### src/hw/rtl/h3d_pkg.sv
package h3d_pkg;

    // Field widths of the external ports
    localparam int IDX_W   = 30;
    localparam int COORD_W = 10;
    localparam int RANK_W  = 30;
    localparam int LEVEL_W = 4;

    typedef logic [IDX_W-1:0]   t_index;
    typedef logic [COORD_W-1:0] t_coord;
    typedef logic [RANK_W-1:0]  t_rank;
    typedef logic [LEVEL_W-1:0] t_level_cfg;

    // curve_level after reset
    localparam t_level_cfg LEVEL_RESET = 4'd10;

endpackage

### src/hw/rtl/hilbert3d_index_to_coords_core.sv
// Channel  | Direction | Handshake              | Payload
// ---------+-----------+------------------------+-------------------------------------
// index    | in        | i_valid / o_stall      | i_hilbert_index
// coords   | out       | o_valid / i_stall      | o_coord_x, o_coord_y, o_coord_z,
//          |           |                        | o_raster_rank
// config   | in        | i_cfg_valid/o_cfg_ready| i_cfg_curve_level
//
// Throughput: one index per cycle while the output side does not stall. The pipeline is the
// chain of untangle stages (one stage per curve level above the first), with
// the decode stage in front and the output register behind.
// Reset (i_rst_n low, synchronous) empties the pipeline and sets the curve
// level to 10. The config port is always ready.
// A stall from the output side only holds stages that carry an item; empty
// stages keep filling, so the input keeps taking transfers until the pipe is full.
module hilbert3d_index_to_coords_core #(
    parameter int MAX_LEVEL = 10
) (
    input  logic                   i_clk,
    input  logic                   i_rst_n,
    // index channel
    input  logic                   i_valid,
    output logic                   o_stall,
    input  h3d_pkg::t_index        i_hilbert_index,
    // coordinate channel
    output logic                   o_valid,
    input  logic                   i_stall,
    output h3d_pkg::t_coord        o_coord_x,
    output h3d_pkg::t_coord        o_coord_y,
    output h3d_pkg::t_coord        o_coord_z,
    output h3d_pkg::t_rank         o_raster_rank,
    // config channel
    input  logic                   i_cfg_valid,
    output logic                   o_cfg_ready,
    input  h3d_pkg::t_level_cfg    i_cfg_curve_level
);
    import h3d_pkg::*;

    // Word width per axis, level width, and number of data stages
    localparam int W    = MAX_LEVEL;
    localparam int LW   = $clog2(MAX_LEVEL + 1);
    localparam int ST   = MAX_LEVEL;
    localparam int CMPW = (LW > LEVEL_W) ? LW : LEVEL_W;
    localparam int XW   = IDX_W + 3 * W;
    localparam int CXW  = W + COORD_W;
    localparam int RXW  = W + RANK_W;

    // ------------------------------------------------------------------
    // Config register
    // ------------------------------------------------------------------
    t_level_cfg r_curve_level;

    assign o_cfg_ready = 1'b1;

    always_ff @(posedge i_clk) begin
        if (!i_rst_n) begin
            r_curve_level <= LEVEL_RESET;
        end else if (i_cfg_valid && o_cfg_ready) begin
            r_curve_level <= i_cfg_curve_level;
        end
    end

    // ------------------------------------------------------------------
    // Pipeline control: a stage advances when empty or when the next one does
    // ------------------------------------------------------------------
    logic [ST:0] r_vld;
    logic [ST:0] n_vld;
    logic [ST:0] adv;

    always_comb begin
        adv[ST] = !r_vld[ST] || !i_stall;
        for (int s = ST - 1; s >= 0; s--) begin
            adv[s] = !r_vld[s] || adv[s+1];
        end
    end

    assign n_vld   = {r_vld[ST-1:0], i_valid};
    assign o_stall = !adv[0];
    assign o_valid = r_vld[ST];

    always_ff @(posedge i_clk) begin
        if (!i_rst_n) begin
            r_vld <= '0;
        end else begin
            r_vld <= (adv & n_vld) | (~adv & r_vld);
        end
    end

    // Stage data: three transposed words and the level of the item
    logic [W-1:0]  r_w0  [ST];
    logic [W-1:0]  r_w1  [ST];
    logic [W-1:0]  r_w2  [ST];
    logic [LW-1:0] r_lev [ST];

    // ------------------------------------------------------------------
    // Stage 0: level clamp, de-interleave, Gray decode
    // ------------------------------------------------------------------
    logic [CMPW-1:0] cfg_ext;
    logic [LW-1:0]   eff_lev;
    logic [XW-1:0]   idx_ext;
    logic [W-1:0]    dw0, dw1, dw2;
    logic [W-1:0]    n_w0_s0, n_w1_s0, n_w2_s0;

    always_comb begin
        cfg_ext = CMPW'(r_curve_level);
        if (cfg_ext == '0) begin
            eff_lev = LW'(1);
        end else if (cfg_ext > CMPW'(MAX_LEVEL)) begin
            eff_lev = LW'(MAX_LEVEL);
        end else begin
            eff_lev = LW'(cfg_ext);
        end
    end

    always_comb begin
        idx_ext = XW'(i_hilbert_index);
        dw0 = '0;
        dw1 = '0;
        dw2 = '0;
        // bit b of word i is index bit 3b + (2 - i), only below the level
        for (int b = 0; b < W; b++) begin
            if (b < int'(eff_lev)) begin
                dw0[b] = idx_ext[3*b+2];
                dw1[b] = idx_ext[3*b+1];
                dw2[b] = idx_ext[3*b];
            end
        end
        n_w2_s0 = dw2 ^ dw1;
        n_w1_s0 = dw1 ^ dw0;
        n_w0_s0 = dw0 ^ (dw2 >> 1);
    end

    always_ff @(posedge i_clk) begin
        if (adv[0]) begin
            r_w0[0]  <= n_w0_s0;
            r_w1[0]  <= n_w1_s0;
            r_w2[0]  <= n_w2_s0;
            r_lev[0] <= eff_lev;
        end
    end

    // ------------------------------------------------------------------
    // Untangle stages: stage k handles bit k (exchange or invert below it)
    // ------------------------------------------------------------------
    for (genvar k = 1; k < MAX_LEVEL; k++) begin : g_untangle
        localparam logic [W-1:0] P = W'((64'd1 << k) - 64'd1);

        logic [W-1:0] n_w0, n_w1, n_w2;
        logic [W-1:0] t2, t1;

        always_comb begin
            n_w0 = r_w0[k-1];
            n_w1 = r_w1[k-1];
            n_w2 = r_w2[k-1];
            t2   = '0;
            t1   = '0;
            if (int'(r_lev[k-1]) > k) begin
                if (n_w2[k]) begin
                    n_w0 = n_w0 ^ P;
                end else begin
                    t2   = (n_w0 ^ n_w2) & P;
                    n_w0 = n_w0 ^ t2;
                    n_w2 = n_w2 ^ t2;
                end
                if (n_w1[k]) begin
                    n_w0 = n_w0 ^ P;
                end else begin
                    t1   = (n_w0 ^ n_w1) & P;
                    n_w0 = n_w0 ^ t1;
                    n_w1 = n_w1 ^ t1;
                end
                if (n_w0[k]) begin
                    n_w0 = n_w0 ^ P;
                end
            end
        end

        always_ff @(posedge i_clk) begin
            if (adv[k]) begin
                r_w0[k]  <= n_w0;
                r_w1[k]  <= n_w1;
                r_w2[k]  <= n_w2;
                r_lev[k] <= r_lev[k-1];
            end
        end
    end

    // ------------------------------------------------------------------
    // Output stage: coordinates and raster rank z*N*N + y*N + x
    // ------------------------------------------------------------------
    logic [CXW-1:0]  cx_ext, cy_ext, cz_ext;
    logic [RXW-1:0]  rx_ext, ry_ext, rz_ext;
    t_rank           n_rank;
    t_coord          r_coord_x, r_coord_y, r_coord_z;
    t_rank           r_raster_rank;

    always_comb begin
        cx_ext = CXW'(r_w0[ST-1]);
        cy_ext = CXW'(r_w1[ST-1]);
        cz_ext = CXW'(r_w2[ST-1]);
        rx_ext = RXW'(r_w0[ST-1]);
        ry_ext = RXW'(r_w1[ST-1]);
        rz_ext = RXW'(r_w2[ST-1]);
        n_rank = (rz_ext[RANK_W-1:0] << {r_lev[ST-1], 1'b0})
               | (ry_ext[RANK_W-1:0] << r_lev[ST-1])
               | rx_ext[RANK_W-1:0];
    end

    always_ff @(posedge i_clk) begin
        if (adv[ST]) begin
            r_coord_x     <= cx_ext[COORD_W-1:0];
            r_coord_y     <= cy_ext[COORD_W-1:0];
            r_coord_z     <= cz_ext[COORD_W-1:0];
            r_raster_rank <= n_rank;
        end
    end

    assign o_coord_x     = r_coord_x;
    assign o_coord_y     = r_coord_y;
    assign o_coord_z     = r_coord_z;
    assign o_raster_rank = r_raster_rank;

    // ------------------------------------------------------------------
    // Assertions
    // ------------------------------------------------------------------
    a_no_stall_when_free: assert property (@(posedge i_clk) disable iff (!i_rst_n)
        !i_stall |-> !o_stall)
        else $error("input stalled while output side is free");

    a_out_from_pipe: assert property (@(posedge i_clk) disable iff (!i_rst_n)
        $rose(o_valid) |-> $past(r_vld[ST-1]))
        else $error("result appeared without an item in the last stage");

    a_level_range: assert property (@(posedge i_clk) disable iff (!i_rst_n)
        r_vld[0] |-> (r_lev[0] != '0) && (int'(r_lev[0]) <= MAX_LEVEL))
        else $error("stage level out of range");

    a_words_below_level: assert property (@(posedge i_clk) disable iff (!i_rst_n)
        r_vld[0] |-> ((r_w0[0] >> r_lev[0]) == '0) && ((r_w1[0] >> r_lev[0]) == '0)
                     && ((r_w2[0] >> r_lev[0]) == '0))
        else $error("decoded word has bits above the level");

endmodule
### config.mk
export PLATFORM = sky130hd
export DESIGN_NAME = hilbert3d_index_to_coords_core
export DESIGN_NICKNAME = d
export VERILOG_FILES = /design/src/hw/rtl/h3d_pkg.sv /design/src/hw/rtl/hilbert3d_index_to_coords_core.sv
export SDC_FILE = /design/constraint.sdc
export NUM_CORES = 1
export LEC_CHECK = 0
export ABC_AREA = 1
export BUFFER_PORTS_ARGS = -buffer_cell sky130_fd_sc_hd__buf_2
export CORE_AREA = 2 2 189 191
export CTS_BUF_LIST = sky130_fd_sc_hd__clkbuf_8
export CTS_CLUSTER_SIZE = 28
export DETAILED_ROUTE_END_ITERATION = 7
export DIE_AREA = 0 0 191 193
export PLACE_DENSITY = 0.66
export SYNTH_ARGS = -nofsm -noshare
export SYNTH_HDL_FRONTEND = slang
export SYNTH_SLANG_ARGS = --single-unit
### constraint.sdc
create_clock -name i_clk -period 3.3 [get_ports i_clk]
set_input_delay 0.66 -clock i_clk [delete_from_list [all_inputs] [get_ports i_clk]]
set_output_delay 0.66 -clock i_clk [all_outputs]
set_load 0.01 [all_outputs]
==> results.cfg <==
[outcome]
outcome = completed

[synthesis]
synthCells = 1324
yosysSeqAreaShare_pct = 71.6
synthesis.nets = 1363
async_flop_share_pct = 0
netlist_top_cells_area = edfxtp_1 70%, nand2_1 5.8%, o21ai_0 4.6%
synth_seq_cells = 415
synthFlopType = edfxtp_1
yosysTopAreaCellShare_pct = 69.9
postSynthAreaPerCell_um2 = 13.0
yosys.area.top_type = edfxtp_1
synth_edf_count = 400
ys_warn_count = 0
synth_common_cells = 400 x edfxtp_1, 266 x nand2_1, 157 x o21ai_0, 80 x inv_1, 77 x nor2_1
synth.most_common_cell = edfxtp_1
synthDistinctLibCells = 48
synth_area_mm2 = 0.0172

[routing]
drtIter0Drc = 515
wl_per_cell_um = 14.9
detail-route-antenna-nets = 0
drc = 0
dr.pass1.iters = 5
route.vias.total = 9820
totalWireLength_um = 29400
vias_per_cell = 4.96

[worst_setup_path]
reg2reg_depth = 6
cp_common_cell = nand4_4
cp.arrival_ps = 2020
slowest_stage = dfxtp_1
max_stage_delay_ps = 420
cp.required_ps = 2640
cp-start-kind = register
path_delay_family = simple AND/OR/NAND/NOR gates
timing.critical_path.buf_inv = 2
cp_num_cells = 7
crit_type = reg -> out
cp_max_fo = 5
endpoint_kind = output pin
path_cells = nand4_4 -> nor2_4 -> nand4_4 -> nor2_8 -> nand4_4 -> inv_2 -> buf_2

[floorplanning]
io_pins = 102
fp.dieH_um = 193
initial_utilization_pct = 49.2
fp.coreArea_mm2 = 0.0350
rows = 69
die_area_mm2 = 0.0369
die_w_um = 191

[clocking]
cts_sinks = 415
cts_tree = done
cts_buffers = 67
clk_latency_ps = 600
cts.reportedPaths.clkPinSlew_ps = 50
htree_levels = 3
post-cts-setup-buffers = 0
cts_resized = 0
cts-root-buf = clkbuf_8
cts_max_path_buffers = 3
holdBufCountCts = 0

[placed_design]
place_ws_ps = 789
dp_hpwl_um = 21400
port_buffers = 100
place.gp.congestion = 0.885
dpl_cell_area_mm2 = 0.0182
placed_cells = 1859

[job]
drv_cap = 0

[cells_and_area]
drive_gt1_share_pct = 19.8
regArea_mm2 = 0.0123
area_growth_pct = 13.2
fillers = 2918
postLayoutCellArea_mm2 = 0.0195
antenna_cells = 0
final_cell_count_no_fill = 1980
multi_input_area_mm2 = 0.00436
layout.nets = 1506

[sta]
relSlewSlack_pct = 41.7
hold_violations = 0
maxSlewViolCount = 0
fin_tns_setup_ps = 0
tightest_slew_ps = 870
period_share_pct = 81.3
setup_viol = 0
fmax_ghz = 0.373
setup_slack_ps = 617
grt_setup_unrepaired = no
skew_ps = 31.7
fin_crit_ps = 2680

[pwr]
leakage_nw = 7.88
powerDensity_mw_per_mm2 = 769
vdd_drop_max_uv = 360

[global_routing]
grt-ovfl-total = 0
antenna_found_initial = 0
grt_max_degree = 58
grt_pass1_vias = 9594
grt_util_all_layers_pct = 16.4
grt_pass1_wl_um = 47100

[min_path]
hp-class = in -> reg
hold_depth = 3
-- where the power goes --
part	internal (W)	switching, W	leakage [nW]
registers	0.00750	0.000751	4.43
logic	0.00113	0.00144	2.71
clock network	0.00224	0.00190	0.737
total	0.0109	0.00409	7.88
-- final timing paths --
| kind | start | end | slack [ps] |
|---|---|---|---|
| worst min-delay path | i_cfg_curve_level[3] | cfg_ext[3] | 300 |
| worst max register to register | r_lev[9][1] | o_raster_rank[12] | 1220 |
| worst min register to register | r_w2[2][7] | r_w2[3][7] | 410 |
| worst max-delay path | register | o_stall | 620 |
-- metal layers --
metal	GRT usage, %	routed length (µm)	vias up
met2	31.4	15900	250
met1	15.9	10600	4469
met3	3.73	1460	83
met4	10.3	1470	0
met5	0	0	-
li1	-	-	5018
-- cell type report --
class                           instances  share of cell area [%]
Sequential cell                       415                    63.2
Inverter                               85                    1.65
Clock inverter                         50                    1.53
Tap cell                              461                    2.96
Clock buffer                           71                    5.02
Multi-Input combinational cell        783                    22.4
Timing Repair Buffer                  115                    3.21
-- metrics by stage --
stage	hold slack [ps]	total power (W)	util (%)
6_report	299	0.0150	55.7
5_1_grt	274	0.0158	55.7
4_1_cts	244	0.0151	55.7
3_3_place_gp	401	0.0108	52.0
2_1_floorplan	400	0.00993	-
3_5_place_dp	405	0.0109	52.0
-- cells by family after synthesis --
logic type	Yosys count	share of synthesized area, %
compound gates	268	8.38
mux	78	5.02
buf+inv	126	3.07
other cells	1	0.0218
simple gates	387	9.40
xor+xnor	49	2.50
flops	415	71.6
-- flip-flops by register name (all words and copies together) (netlist names), named ones only --
| register | flops |
|---|---|
| r_w1 | 100 |
| r_w2 | 100 |
| cfg_ext | 4 |
| o_coord_z | 10 |
| r_lev | 40 |
| r_w0 | 100 |
| o_raster_rank | 30 |
| o_coord_y | 10 |
| o_coord_x | 10 |
-- worst reg2reg max path, delay by kind of cell, from the launching register on --
family,cells,cell delay (ps)
buffers and inverters,1,500
flip-flops,1,640
AO/OA/AOI/OAI,2,380
AND/OR/NAND/NOR,3,300
-- placed cells by master (no fill, tap or decap), types with 7 or more instances in the layout --
cell type / count
clkbuf_8: 71
nor2_1: 77
mux2_2: 66
mux2i_1: 12
buf_2: 100
o21ai_0: 157
buf_4: 14
nand3_1: 16
o21ai_1: 31
inv_1: 101
clkinv_1: 14
xor2_1: 44
o21ai_2: 7
dfxtp_1: 15
a21oi_1: 47
nand2_1: 265
clkinv_2: 8
edfxtp_1: 400
Power figures use the tool's default switching activity.
